**src/masa_pkg.sv**
```systemverilog
// ----------------------------------------------------------------------------
// Mouse aim sub-pixel accumulator package
// Shared widths, register indexes, item kinds and the configuration and
// queue entry types used by the front end, the queue and the back end.
// ----------------------------------------------------------------------------
`default_nettype none

package masa_pkg;

	// Field and datapath widths.
	localparam int DELTA_W    = 16;
	localparam int GAIN_W     = 20;
	localparam int MAG_W      = 27;
	localparam int AIM_W      = 16;
	localparam int CARRY_W    = 28;
	localparam int PROD_W     = 36;
	localparam int SUM_W      = 37;
	localparam int CFG_IDX_W  = 3;
	localparam int CFG_DATA_W = 27;

	// Fixed-point shifts of the two output paths.
	localparam int DIRECT_SHIFT = 12;
	localparam int SMOOTH_SHIFT = 14;

	// Saturation bounds of an aim step, at the width of a widened residual.
	localparam logic signed [CARRY_W:0] AIM_MAX = (CARRY_W+1)'((2 ** (AIM_W - 1)) - 1);
	localparam logic signed [CARRY_W:0] AIM_MIN = -(CARRY_W+1)'(2 ** (AIM_W - 1));

	// Register reset values.
	localparam logic [GAIN_W-1:0] GAIN_RESET  = GAIN_W'(16384);
	localparam logic [MAG_W-1:0]  LIMIT_RESET = MAG_W'(67108864);

	// Configuration register indexes.
	typedef enum logic [CFG_IDX_W-1:0] {
		REG_GAIN_X         = 3'd0,
		REG_GAIN_Y         = 3'd1,
		REG_DEAD_ZONE      = 3'd2,
		REG_SNAP_LIMIT     = 3'd3,
		REG_DIRECT_MODE    = 3'd4,
		REG_KEEP_FRACTION  = 3'd5,
		REG_RESIDUAL_LIMIT = 3'd6
	} cfg_reg_t;

	// Configuration register file contents.
	typedef struct packed {
		logic [GAIN_W-1:0] gain_x;
		logic [GAIN_W-1:0] gain_y;
		logic [MAG_W-1:0]  dead_zone;
		logic [MAG_W-1:0]  snap_limit;
		logic              direct_mode;
		logic              keep_fraction;
		logic [MAG_W-1:0]  residual_limit;
	} cfg_t;

	// Classification of a request by the front end.
	typedef enum logic [1:0] {
		KIND_HOLD = 2'd0,
		KIND_IDLE = 2'd1,
		KIND_MOVE = 2'd2
	} kind_t;

	// One classified request with its scaled deltas.
	typedef struct packed {
		kind_t                    kind;
		logic                     act_x;
		logic                     act_y;
		logic signed [PROD_W-1:0] prod_x;
		logic signed [PROD_W-1:0] prod_y;
	} item_t;

endpackage

`default_nettype wire

```
**src/masa_front.sv**
```systemverilog
// ----------------------------------------------------------------------------
// Mouse aim front end
// Accepts input requests, classifies them as hold, idle or move, and scales
// both deltas by their gains into a registered entry for the queue.
// ----------------------------------------------------------------------------
`default_nettype none

module masa_front (
	input  wire logic                                 clk,
	input  wire logic                                 arst_n,
	input  wire masa_pkg::cfg_t                       cfg,
	input  wire logic                                 in_valid,
	output logic                                      in_ready,
	input  wire logic signed [masa_pkg::DELTA_W-1:0]  delta_x,
	input  wire logic signed [masa_pkg::DELTA_W-1:0]  delta_y,
	input  wire logic                                 hold,
	output logic                                      push_valid,
	input  wire logic                                 push_ready,
	output masa_pkg::item_t                           push_item
);

	logic                               valid_s1;
	masa_pkg::item_t                    item_s1;
	masa_pkg::item_t                    item_next;
	logic signed [masa_pkg::GAIN_W:0]   gain_x_s;
	logic signed [masa_pkg::GAIN_W:0]   gain_y_s;
	logic signed [masa_pkg::SUM_W-1:0]  prod_x_full;
	logic signed [masa_pkg::SUM_W-1:0]  prod_y_full;

	// The stage takes a new request when empty or when its entry moves on.
	assign in_ready   = !valid_s1 || push_ready;
	assign push_valid = valid_s1;
	assign push_item  = item_s1;

	// Gain scaling and classification.
	always_comb begin
		gain_x_s    = signed'({1'b0, cfg.gain_x});
		gain_y_s    = signed'({1'b0, cfg.gain_y});
		prod_x_full = delta_x * gain_x_s;
		prod_y_full = delta_y * gain_y_s;
		item_next.act_x  = (delta_x != '0);
		item_next.act_y  = (delta_y != '0);
		item_next.prod_x = prod_x_full[masa_pkg::PROD_W-1:0];
		item_next.prod_y = prod_y_full[masa_pkg::PROD_W-1:0];
		if (hold) begin
			item_next.kind = masa_pkg::KIND_HOLD;
		end else if (!item_next.act_x && !item_next.act_y) begin
			item_next.kind = masa_pkg::KIND_IDLE;
		end else begin
			item_next.kind = masa_pkg::KIND_MOVE;
		end
	end

	// Stage valid flag.
	always_ff @(posedge clk or negedge arst_n) begin
		if (!arst_n) begin
			valid_s1 <= 1'b0;
		end else if (in_ready) begin
			valid_s1 <= in_valid;
		end
	end

	// Stage payload.
	always_ff @(posedge clk) begin
		if (in_valid && in_ready) begin
			item_s1 <= item_next;
		end
	end

endmodule

`default_nettype wire

```
**src/masa_queue.sv**
```systemverilog
// ----------------------------------------------------------------------------
// Mouse aim request queue
// Two-entry queue that decouples the front end from the back end.
// ----------------------------------------------------------------------------
`default_nettype none

module masa_queue (
	input  wire logic            clk,
	input  wire logic            arst_n,
	input  wire logic            push_valid,
	output logic                 push_ready,
	input  wire masa_pkg::item_t push_item,
	output logic                 pop_valid,
	input  wire logic            pop_ready,
	output masa_pkg::item_t      pop_item
);

	masa_pkg::item_t entry_q [2];
	logic            wr_ptr_q;
	logic            rd_ptr_q;
	logic [1:0]      count_q;
	logic            do_push;
	logic            do_pop;

	assign push_ready = (count_q != 2'd2);
	assign pop_valid  = (count_q != 2'd0);
	assign pop_item   = entry_q[rd_ptr_q];
	assign do_push    = push_valid && push_ready;
	assign do_pop     = pop_valid && pop_ready;

	// Pointers and fill count.
	always_ff @(posedge clk or negedge arst_n) begin
		if (!arst_n) begin
			wr_ptr_q <= 1'b0;
			rd_ptr_q <= 1'b0;
			count_q  <= 2'd0;
		end else begin
			if (do_push) begin
				wr_ptr_q <= !wr_ptr_q;
			end
			if (do_pop) begin
				rd_ptr_q <= !rd_ptr_q;
			end
			if (do_push && !do_pop) begin
				count_q <= count_q + 2'd1;
			end else if (do_pop && !do_push) begin
				count_q <= count_q - 2'd1;
			end
		end
	end

	// Entry storage.
	always_ff @(posedge clk) begin
		if (do_push) begin
			entry_q[wr_ptr_q] <= push_item;
		end
	end

endmodule

`default_nettype wire

```
**src/masa_back.sv**
```systemverilog
// ----------------------------------------------------------------------------
// Mouse aim back end
// Adds the scaled deltas into the residuals and clamps them into the accumulate
// stage, then forms the aim steps, updates the residuals and loads the output
// register once the output side can take it.
// ----------------------------------------------------------------------------
`default_nettype none

module masa_back (
	input  wire logic                                clk,
	input  wire logic                                arst_n,
	input  wire masa_pkg::cfg_t                      cfg,
	input  wire logic                                pop_valid,
	output logic                                     pop_ready,
	input  wire masa_pkg::item_t                     pop_item,
	output logic                                     out_valid,
	input  wire logic                                out_ready,
	output logic signed [masa_pkg::AIM_W-1:0]        aim_x,
	output logic signed [masa_pkg::AIM_W-1:0]        aim_y,
	output logic                                     aim_write
);

	// Clamp a sum to plus or minus the residual limit.
	function automatic logic signed [masa_pkg::CARRY_W-1:0] clamp_res(
		input logic signed [masa_pkg::SUM_W-1:0] sum,
		input logic [masa_pkg::MAG_W-1:0]        lim
	);
		logic signed [masa_pkg::SUM_W-1:0] pos;
		logic signed [masa_pkg::SUM_W-1:0] res;
		pos = signed'({{(masa_pkg::SUM_W - masa_pkg::MAG_W){1'b0}}, lim});
		if (sum > pos) begin
			res = pos;
		end else if (sum < -pos) begin
			res = -pos;
		end else begin
			res = sum;
		end
		return res[masa_pkg::CARRY_W-1:0];
	endfunction

	// Magnitude of a residual.
	function automatic logic [masa_pkg::CARRY_W-1:0] mag_of(
		input logic signed [masa_pkg::CARRY_W-1:0] r
	);
		return r[masa_pkg::CARRY_W-1] ? masa_pkg::CARRY_W'(-r) : masa_pkg::CARRY_W'(r);
	endfunction

	// Residual shifted toward zero and saturated to an aim step.
	function automatic logic signed [masa_pkg::AIM_W-1:0] trunc_step(
		input logic signed [masa_pkg::CARRY_W-1:0] r,
		input int                                  sh
	);
		logic [masa_pkg::CARRY_W-1:0]    q;
		logic signed [masa_pkg::CARRY_W:0] v;
		logic signed [masa_pkg::CARRY_W:0] s;
		q = mag_of(r) >> sh;
		v = r[masa_pkg::CARRY_W-1] ? -signed'({1'b0, q}) : signed'({1'b0, q});
		if (v > masa_pkg::AIM_MAX) begin
			s = masa_pkg::AIM_MAX;
		end else if (v < masa_pkg::AIM_MIN) begin
			s = masa_pkg::AIM_MIN;
		end else begin
			s = v;
		end
		return s[masa_pkg::AIM_W-1:0];
	endfunction

	// Smoothed step of one axis: deadzone, unit snap or shifted residual.
	function automatic logic signed [masa_pkg::AIM_W-1:0] smooth_step(
		input logic signed [masa_pkg::CARRY_W-1:0] r,
		input logic [masa_pkg::MAG_W-1:0]          dz,
		input logic [masa_pkg::MAG_W-1:0]          snap
	);
		logic [masa_pkg::CARRY_W-1:0]        m;
		logic signed [masa_pkg::AIM_W-1:0]   st;
		m = mag_of(r);
		if (m < masa_pkg::CARRY_W'(snap)) begin
			if (m < masa_pkg::CARRY_W'(dz)) begin
				st = '0;
			end else if (r[masa_pkg::CARRY_W-1]) begin
				st = -masa_pkg::AIM_W'(1);
			end else begin
				st = masa_pkg::AIM_W'(1);
			end
		end else begin
			st = trunc_step(r, masa_pkg::SMOOTH_SHIFT);
		end
		return st;
	endfunction

	// Residual less the emitted step scaled back up.
	function automatic logic signed [masa_pkg::CARRY_W-1:0] take_step(
		input logic signed [masa_pkg::CARRY_W-1:0] r,
		input logic signed [masa_pkg::AIM_W-1:0]   st,
		input int                                  sh
	);
		logic signed [masa_pkg::SUM_W-1:0] wide;
		wide = masa_pkg::SUM_W'(r) - (masa_pkg::SUM_W'(st) <<< sh);
		return wide[masa_pkg::CARRY_W-1:0];
	endfunction

	logic                                       acc_valid_s1;
	masa_pkg::kind_t                            kind_s1;
	logic                                       act_x_s1;
	logic                                       act_y_s1;
	logic signed [masa_pkg::CARRY_W-1:0]        res_x_s1;
	logic signed [masa_pkg::CARRY_W-1:0]        res_y_s1;
	logic signed [masa_pkg::CARRY_W-1:0]        carry_x_q;
	logic signed [masa_pkg::CARRY_W-1:0]        carry_y_q;
	logic signed [masa_pkg::SUM_W-1:0]          sum_x;
	logic signed [masa_pkg::SUM_W-1:0]          sum_y;
	logic                                       emit;
	logic signed [masa_pkg::AIM_W-1:0]          step_x;
	logic signed [masa_pkg::AIM_W-1:0]          step_y;
	logic signed [masa_pkg::CARRY_W-1:0]        next_x;
	logic signed [masa_pkg::CARRY_W-1:0]        next_y;
	logic [masa_pkg::CARRY_W-1:0]               gate_x;
	logic [masa_pkg::CARRY_W-1:0]               gate_y;
	logic                                       in_dead;
	logic                                       out_valid_q;
	logic signed [masa_pkg::AIM_W-1:0]          aim_x_q;
	logic signed [masa_pkg::AIM_W-1:0]          aim_y_q;
	logic                                       aim_write_q;

	// A request enters only after the previous one has updated the residuals.
	assign pop_ready = !acc_valid_s1;
	assign emit      = acc_valid_s1 && (!out_valid_q || out_ready);
	assign out_valid = out_valid_q;
	assign aim_x     = aim_x_q;
	assign aim_y     = aim_y_q;
	assign aim_write = aim_write_q;

	// Accumulate stage: add the scaled deltas.
	always_comb begin
		sum_x = masa_pkg::SUM_W'(carry_x_q) + masa_pkg::SUM_W'(pop_item.prod_x);
		sum_y = masa_pkg::SUM_W'(carry_y_q) + masa_pkg::SUM_W'(pop_item.prod_y);
	end

	// Step stage: aim steps and updated residuals.
	always_comb begin
		gate_x  = act_x_s1 ? mag_of(res_x_s1) : '0;
		gate_y  = act_y_s1 ? mag_of(res_y_s1) : '0;
		in_dead = (gate_x < masa_pkg::CARRY_W'(cfg.dead_zone))
			&& (gate_y < masa_pkg::CARRY_W'(cfg.dead_zone));
		step_x  = '0;
		step_y  = '0;
		next_x  = res_x_s1;
		next_y  = res_y_s1;
		if (cfg.direct_mode) begin
			if (act_x_s1) begin
				step_x = trunc_step(res_x_s1, masa_pkg::DIRECT_SHIFT);
			end
			if (act_y_s1) begin
				step_y = trunc_step(res_y_s1, masa_pkg::DIRECT_SHIFT);
			end
			next_x = take_step(res_x_s1, step_x, masa_pkg::DIRECT_SHIFT);
			next_y = take_step(res_y_s1, step_y, masa_pkg::DIRECT_SHIFT);
		end else if (!in_dead) begin
			if (act_x_s1) begin
				step_x = smooth_step(res_x_s1, cfg.dead_zone, cfg.snap_limit);
			end
			if (act_y_s1) begin
				step_y = smooth_step(res_y_s1, cfg.dead_zone, cfg.snap_limit);
			end
			next_x = take_step(res_x_s1, step_x, masa_pkg::SMOOTH_SHIFT);
			next_y = take_step(res_y_s1, step_y, masa_pkg::SMOOTH_SHIFT);
		end
	end

	// Control state: accumulate stage, residuals and output valid.
	always_ff @(posedge clk or negedge arst_n) begin
		if (!arst_n) begin
			acc_valid_s1 <= 1'b0;
			carry_x_q    <= '0;
			carry_y_q    <= '0;
			out_valid_q  <= 1'b0;
		end else begin
			if (pop_valid && pop_ready) begin
				acc_valid_s1 <= 1'b1;
			end else if (emit) begin
				acc_valid_s1 <= 1'b0;
			end
			if (emit) begin
				unique case (kind_s1)
					masa_pkg::KIND_HOLD: begin
						carry_x_q <= '0;
						carry_y_q <= '0;
					end
					masa_pkg::KIND_IDLE: begin
						if (!cfg.keep_fraction) begin
							carry_x_q <= '0;
							carry_y_q <= '0;
						end
					end
					masa_pkg::KIND_MOVE: begin
						carry_x_q <= cfg.keep_fraction ? next_x : '0;
						carry_y_q <= cfg.keep_fraction ? next_y : '0;
					end
					default: begin
						carry_x_q <= carry_x_q;
						carry_y_q <= carry_y_q;
					end
				endcase
				out_valid_q <= 1'b1;
			end else if (out_ready) begin
				out_valid_q <= 1'b0;
			end
		end
	end

	// Accumulate stage payload.
	always_ff @(posedge clk) begin
		if (pop_valid && pop_ready) begin
			kind_s1  <= pop_item.kind;
			act_x_s1 <= pop_item.act_x;
			act_y_s1 <= pop_item.act_y;
			res_x_s1 <= clamp_res(sum_x, cfg.residual_limit);
			res_y_s1 <= clamp_res(sum_y, cfg.residual_limit);
		end
	end

	// Output register payload.
	always_ff @(posedge clk) begin
		if (emit) begin
			if ((kind_s1 == masa_pkg::KIND_MOVE) && ((step_x != '0) || (step_y != '0))) begin
				aim_x_q     <= step_x;
				aim_y_q     <= step_y;
				aim_write_q <= 1'b1;
			end else begin
				aim_x_q     <= '0;
				aim_y_q     <= '0;
				aim_write_q <= 1'b0;
			end
		end
	end

endmodule

`default_nettype wire

```
**src/mouse_aim_subpixel_accumulator.sv**
```systemverilog
// ----------------------------------------------------------------------------
// Mouse aim sub-pixel accumulator
// Scales per-frame mouse deltas by Q14 gains, accumulates clamped residuals
// per axis and emits integer aim steps in direct or smoothed mode.
//
// Channel   Direction  Contents
// s_axis    in         tdata: delta_x, delta_y; tuser: hold
// m_axis    out        tdata: aim_x, aim_y; tuser: aim_write
// cfg       in         cfg_we, cfg_index, cfg_wdata register writes
//
// The back end takes a new request only after the previous one has updated the
// residuals: the residual feedback loop spans the accumulate-and-clamp stage and
// the step-and-subtract stage. A two-entry queue lets the front end keep
// accepting while the back end or the output side stalls. Reset clears the
// queue, the residuals and all valid flags and loads the register reset values.
// ----------------------------------------------------------------------------
`default_nettype none

module mouse_aim_subpixel_accumulator (
	input  wire logic                                 clk,
	input  wire logic                                 arst_n,
	input  wire logic                                 s_axis_tvalid,
	output logic                                      s_axis_tready,
	input  wire logic [31:0]                          s_axis_tdata,  // delta_x, delta_y
	input  wire logic [0:0]                           s_axis_tuser,  // hold
	output logic                                      m_axis_tvalid,
	input  wire logic                                 m_axis_tready,
	output logic [31:0]                               m_axis_tdata,  // aim_x, aim_y
	output logic [0:0]                                m_axis_tuser,  // aim_write
	input  wire logic                                 cfg_we,
	input  wire logic [masa_pkg::CFG_IDX_W-1:0]       cfg_index,
	input  wire logic [masa_pkg::CFG_DATA_W-1:0]      cfg_wdata
);

	masa_pkg::cfg_t                      cfg_q;
	logic                                push_valid;
	logic                                push_ready;
	masa_pkg::item_t                     push_item;
	logic                                pop_valid;
	logic                                pop_ready;
	masa_pkg::item_t                     pop_item;
	logic signed [masa_pkg::AIM_W-1:0]   aim_x;
	logic signed [masa_pkg::AIM_W-1:0]   aim_y;
	logic                                aim_write;

	// Configuration registers.
	always_ff @(posedge clk or negedge arst_n) begin
		if (!arst_n) begin
			cfg_q.gain_x         <= masa_pkg::GAIN_RESET;
			cfg_q.gain_y         <= masa_pkg::GAIN_RESET;
			cfg_q.dead_zone      <= '0;
			cfg_q.snap_limit     <= '0;
			cfg_q.direct_mode    <= 1'b1;
			cfg_q.keep_fraction  <= 1'b1;
			cfg_q.residual_limit <= masa_pkg::LIMIT_RESET;
		end else if (cfg_we) begin
			unique case (masa_pkg::cfg_reg_t'(cfg_index))
				masa_pkg::REG_GAIN_X:         cfg_q.gain_x <= cfg_wdata[masa_pkg::GAIN_W-1:0];
				masa_pkg::REG_GAIN_Y:         cfg_q.gain_y <= cfg_wdata[masa_pkg::GAIN_W-1:0];
				masa_pkg::REG_DEAD_ZONE:      cfg_q.dead_zone <= cfg_wdata[masa_pkg::MAG_W-1:0];
				masa_pkg::REG_SNAP_LIMIT:     cfg_q.snap_limit <= cfg_wdata[masa_pkg::MAG_W-1:0];
				masa_pkg::REG_DIRECT_MODE:    cfg_q.direct_mode <= cfg_wdata[0];
				masa_pkg::REG_KEEP_FRACTION:  cfg_q.keep_fraction <= cfg_wdata[0];
				masa_pkg::REG_RESIDUAL_LIMIT: cfg_q.residual_limit <= cfg_wdata[masa_pkg::MAG_W-1:0];
				default: begin
					cfg_q <= cfg_q;
				end
			endcase
		end
	end

	// Front end: accept, classify and scale.
	masa_front u_front (
		.clk        (clk),
		.arst_n     (arst_n),
		.cfg        (cfg_q),
		.in_valid   (s_axis_tvalid),
		.in_ready   (s_axis_tready),
		.delta_x    (signed'(s_axis_tdata[15:0])),
		.delta_y    (signed'(s_axis_tdata[31:16])),
		.hold       (s_axis_tuser[0]),
		.push_valid (push_valid),
		.push_ready (push_ready),
		.push_item  (push_item)
	);

	// Queue between the two ends.
	masa_queue u_queue (
		.clk        (clk),
		.arst_n     (arst_n),
		.push_valid (push_valid),
		.push_ready (push_ready),
		.push_item  (push_item),
		.pop_valid  (pop_valid),
		.pop_ready  (pop_ready),
		.pop_item   (pop_item)
	);

	// Back end: accumulate, emit and update residuals.
	masa_back u_back (
		.clk        (clk),
		.arst_n     (arst_n),
		.cfg        (cfg_q),
		.pop_valid  (pop_valid),
		.pop_ready  (pop_ready),
		.pop_item   (pop_item),
		.out_valid  (m_axis_tvalid),
		.out_ready  (m_axis_tready),
		.aim_x      (aim_x),
		.aim_y      (aim_y),
		.aim_write  (aim_write)
	);

	assign m_axis_tdata = {aim_y, aim_x};
	assign m_axis_tuser = aim_write;

endmodule

`default_nettype wire

```
**config.mk**
```make
export PLATFORM = sky130hd
export DESIGN_NAME = mouse_aim_subpixel_accumulator
export DESIGN_NICKNAME = d
export VERILOG_FILES = /design/src/masa_pkg.sv /design/src/masa_front.sv /design/src/masa_queue.sv /design/src/masa_back.sv /design/src/mouse_aim_subpixel_accumulator.sv
export SDC_FILE = /design/constraint.sdc
export NUM_CORES = 2
export LEC_CHECK = 0
export ABC_AREA = 1
export BUFFER_PORTS_ARGS = -buffer_cell sky130_fd_sc_hd__buf_2
export CORE_MARGIN = 8
export CORE_UTILIZATION = 35
export CTS_CLUSTER_SIZE = 12
export DETAILED_ROUTE_END_ITERATION = 10
export GPL_ROUTABILITY_DRIVEN = 0
export PLACE_DENSITY = 0.54
export SETUP_SLACK_MARGIN = 0.15
export SYNTH_ARGS = -nofsm -noshare
export SYNTH_HDL_FRONTEND = slang
export SYNTH_HIERARCHICAL = 1
export SYNTH_SLANG_ARGS = --single-unit
```
**constraint.sdc**
```tcl
create_clock -name clk -period 7.8 [get_ports clk]
set_clock_uncertainty 0.1 [all_clocks]
set_input_delay 2.34 -clock clk [delete_from_list [all_inputs] [get_ports clk]]
set_output_delay 2.34 -clock clk [all_outputs]
set_load 0.02 [all_outputs]
```
==> impl_metrics.py <==
metrics = {
    "placed_design": {
        "io_buffers": 102,
        "place_inst": 10600,
        "place.detailed.hpwl_um": 159000,
        "placed_area_um2": 64900,
    },
    "logic_synthesis": {
        "syn_inst": 8251,
        "synth_fa_ha_area_share_pct": 30.2,
        "netlist.area_leader.share_pct": 16.5,
        "synth-seq-cells": 507,
        "synth_common_cells": "2639 x nand2_1, 1595 x inv_1, 672 x ha_1, 506 x fa_1, 424 x nor2_1",
        "synth.most_common_cell": "nand2_1",
        "synth_edf_count": 321,
        "synth.area.mux_share_pct": 0,
        "async_reset_ff_share_pct": 36.7,
        "synth_fp_nets": 9497,
        "synth_xor_xnor_area_share_pct": 2.75,
        "synth_compound_area_share_pct": 7.11,
        "synth.distinct_cells": 60,
        "synth_ff_type": "edfxtp_1",
        "yosysTopAreaCell": "fa_1",
        "syn_area_um2": 61400,
        "synthTopCellsByArea": "fa_1 17%, nand2_1 16%, edfxtp_1 16%",
        "ys_warn_count": 6,
        "yosysSeqAreaShare_pct": 23.3,
        "synthSimpleGateAreaFrac_pct": 24.8,
        "syn_area_per_cell_um2": 7.44,
        "synth_top_family_by_area": "adder cells",
    },
    "critical_path": {
        "cpPeakStageDelay_ns": 0.54,
        "cp_top_family": "adder cells",
        "crit_path_frequent_cell": "fa_1",
        "path_cells": "buf_2, inv_1, nor2_1, fa_1, fa_1, fa_1, fa_1, fa_1, inv_1, fa_1, inv_1, ha_1, nand2_1, nor2_1, buf_4, nand2_1, nand2_1, buf_4, inv_1, nand3_1, nand2_1",
        "timing.critical_path.buf_inv": 7,
        "critPathMaxFanout": 11,
        "critPathKind": "in -> reg",
        "startpoint_type": "primary input",
        "critPathArrivalTime_ns": 7.51,
        "worst_path_max_delay_cell": "fa_1",
        "cp.required_ns": 8.10,
        "endpoint_kind": "flip-flop",
    },
    "routing": {
        "vias": 52800,
        "drc_errors": 0,
        "wl_per_cell_um": 18.5,
        "drt_pass1_iterations": 5,
        "routed_wl_um": 197000,
        "vias_per_cell": 4.95,
        "ant_nets": 0,
        "first_iter_violations": 4298,
    },
    "global_routing": {
        "grt_pass1_vias": 53000,
        "grt_pass1_wl_um": 305000,
        "grt_max_degree": 106,
        "grt_use_total_pct": 20.2,
        "antenna_found_initial": 3,
        "grt_remaining_overflow": 0,
    },
    "floorplan": {
        "dieHeight_um": 435,
        "initial_core_util_pct": 35.3,
        "dieArea_um2": 189000,
        "die_w_um": 435,
        "io_pins": 103,
        "row_count": 153,
        "core_area_um2": 174000,
    },
    "run": {
        "cap_violations": 0,
    },
    "timing": {
        "setup_tns_ns": 0,
        "finalHoldViolCount": 0,
        "rsz0062_at_grt": "no",
        "finalSetupViolCount": 0,
        "relSlewSlack_pct": 24.2,
        "finalCriticalPeriod_ns": 7.21,
        "fmax_mhz": 139,
        "fin_crit_sh_pct": 92.4,
        "worstMarginPinSlew_ns": 1.13,
        "drv_slew": 0,
    },
    "clock_tree": {
        "clk_latency_ns": 0.68,
        "cts_root_buf": "clkbuf_16",
        "path_clk_slew_ns": 0.06,
        "numCtsBuffers": 59,
        "h-tree-depth": 2,
        "holdBufCountCts": 0,
        "cts.repair.resized": 0,
        "cts_setup_buffers": 0,
        "cts_tree": "yes",
        "clock-sinks": 507,
        "clk_path_buf_depth": 3,
    },
    "finish": {
        "fillers": 18200,
        "syn2layout_area_growth_pct": 8.88,
        "nets": 9544,
        "final_cell_count_no_fill": 10700,
        "drive_gt1_share_pct": 6.21,
        "finalInstanceArea_um2": 66800,
    },
    "worst_hold_path": {
        "min_path_type": "reg -> reg",
    },
    "status": {
        "outcome": "complete, no violations",
    },
}
[state kept, by name, summed over array words and instances, names as in the netlist, 2 cells and up]
register / count
u_queue/entry_q: 152
cfg_q: 123
u_front/push_item: 76
u_back/carry_x_q: 28
u_back/carry_y_q: 28
u_back/res_x_s1: 28
u_back/res_y_s1: 28
u_back/aim_x: 16
u_back/aim_y: 16
u_back/kind_s1: 2
u_queue/count_q: 2
[worst paths after layout]
| kind | from | to | slack (ns) | depth (start not counted) |
|---|---|---|---|---|
| setup / recovery | s_axis_tdata[31] | u_front/push_item[23]$_DFFE_PP_ | 0.59 | 21 |
| hold / removal | u_front/push_item[63]$_DFFE_PP_ | u_queue/entry_q[0][63]$_DFFE_PP_ | 0.33 | 0 |
| setup reg to reg | u_back/res_x_s1[8]$_DFFE_PP_ | u_back/carry_x_q[26]$_DFFE_PN0P_ | 0.69 | 35 |
| hold reg to reg | u_front/push_item[63]$_DFFE_PP_ | u_queue/entry_q[0][63]$_DFFE_PP_ | 0.33 | 0 |
| max in group asynchronous | arst_n | u_queue/rd_ptr_q$_DFFE_PN0P_ | 4.78 | 2 |
| min in group asynchronous | arst_n | cfg_q[51]$_DFFE_PN0P_ | 1.58 | 1 |
[metrics by stage]
step | util, % | hold WS, ns | setup slack (ns)
floorplan | - | 0.321 | 0.410
global placement | 37.3 | 0.323 | -0.0589
detailed placement | 37.3 | 0.330 | -0.0981
CTS | 38.4 | 0.341 | 0.601
global route | 38.4 | 0.349 | 0.157
finish | 38.4 | 0.335 | 0.594
[layout by cell type, fill, tap and decap left out, types with 17 or more instances in the layout]
master     synthesis  routed
clkbuf_16          0      59
nand2_1         2639    2639
nor4_1            23      23
fa_1             506     506
nand4_1           73      73
a21oi_1          327     326
nand3_1          353     353
or2_2             23      23
o21ai_0          264     264
dfrtp_1          181     180
inv_1           1595    1594
nor2_2            19      20
xor2_1           153     152
edfxtp_1         321     321
buf_2             53     101
inv_2             35      35
a32o_1            22      22
buf_4              7     135
xnor2_1           38      37
nor2_1           424     420
nand2_2           52      52
o21ai_1           18      18
ha_1             672     672
nor3_1            53      53
o21a_1            17      17
o211ai_1          39      39
[kinds of logic after synthesis]
group,count (synthesis)
flip-flops,507
AND/OR/NAND/NOR,3710
buffers and inverters,1891
AO/OA/AOI/OAI,773
adder cells (fa/ha/maj),1178
XOR/XNOR,192
[cell type report]
class	count	area [µm²]	area share [%]
repair buffers	244	1670	2.50
clock buffers	74	1550	2.32
inverters	1633	6130	9.18
clock inverters	34	415	0.622
flip-flops and latches	507	14300	21.4
well taps	2325	2910	4.35
multi-input cells	5853	39800	59.6
diodes	1	2.50	0.00374
[layer usage]
layer,up-vias,track usage (%),routed length [µm]
li1,25700,-,-
met1,25200,25.9,84000
met2,1528,34.9,94100
met3,352,2.14,9770
met4,0,8.32,9270
met5,-,0,0
Power is left out: the tool's default activity adds up to more than one toggle a clock period on the data nets, which glitch-free logic cannot reach.
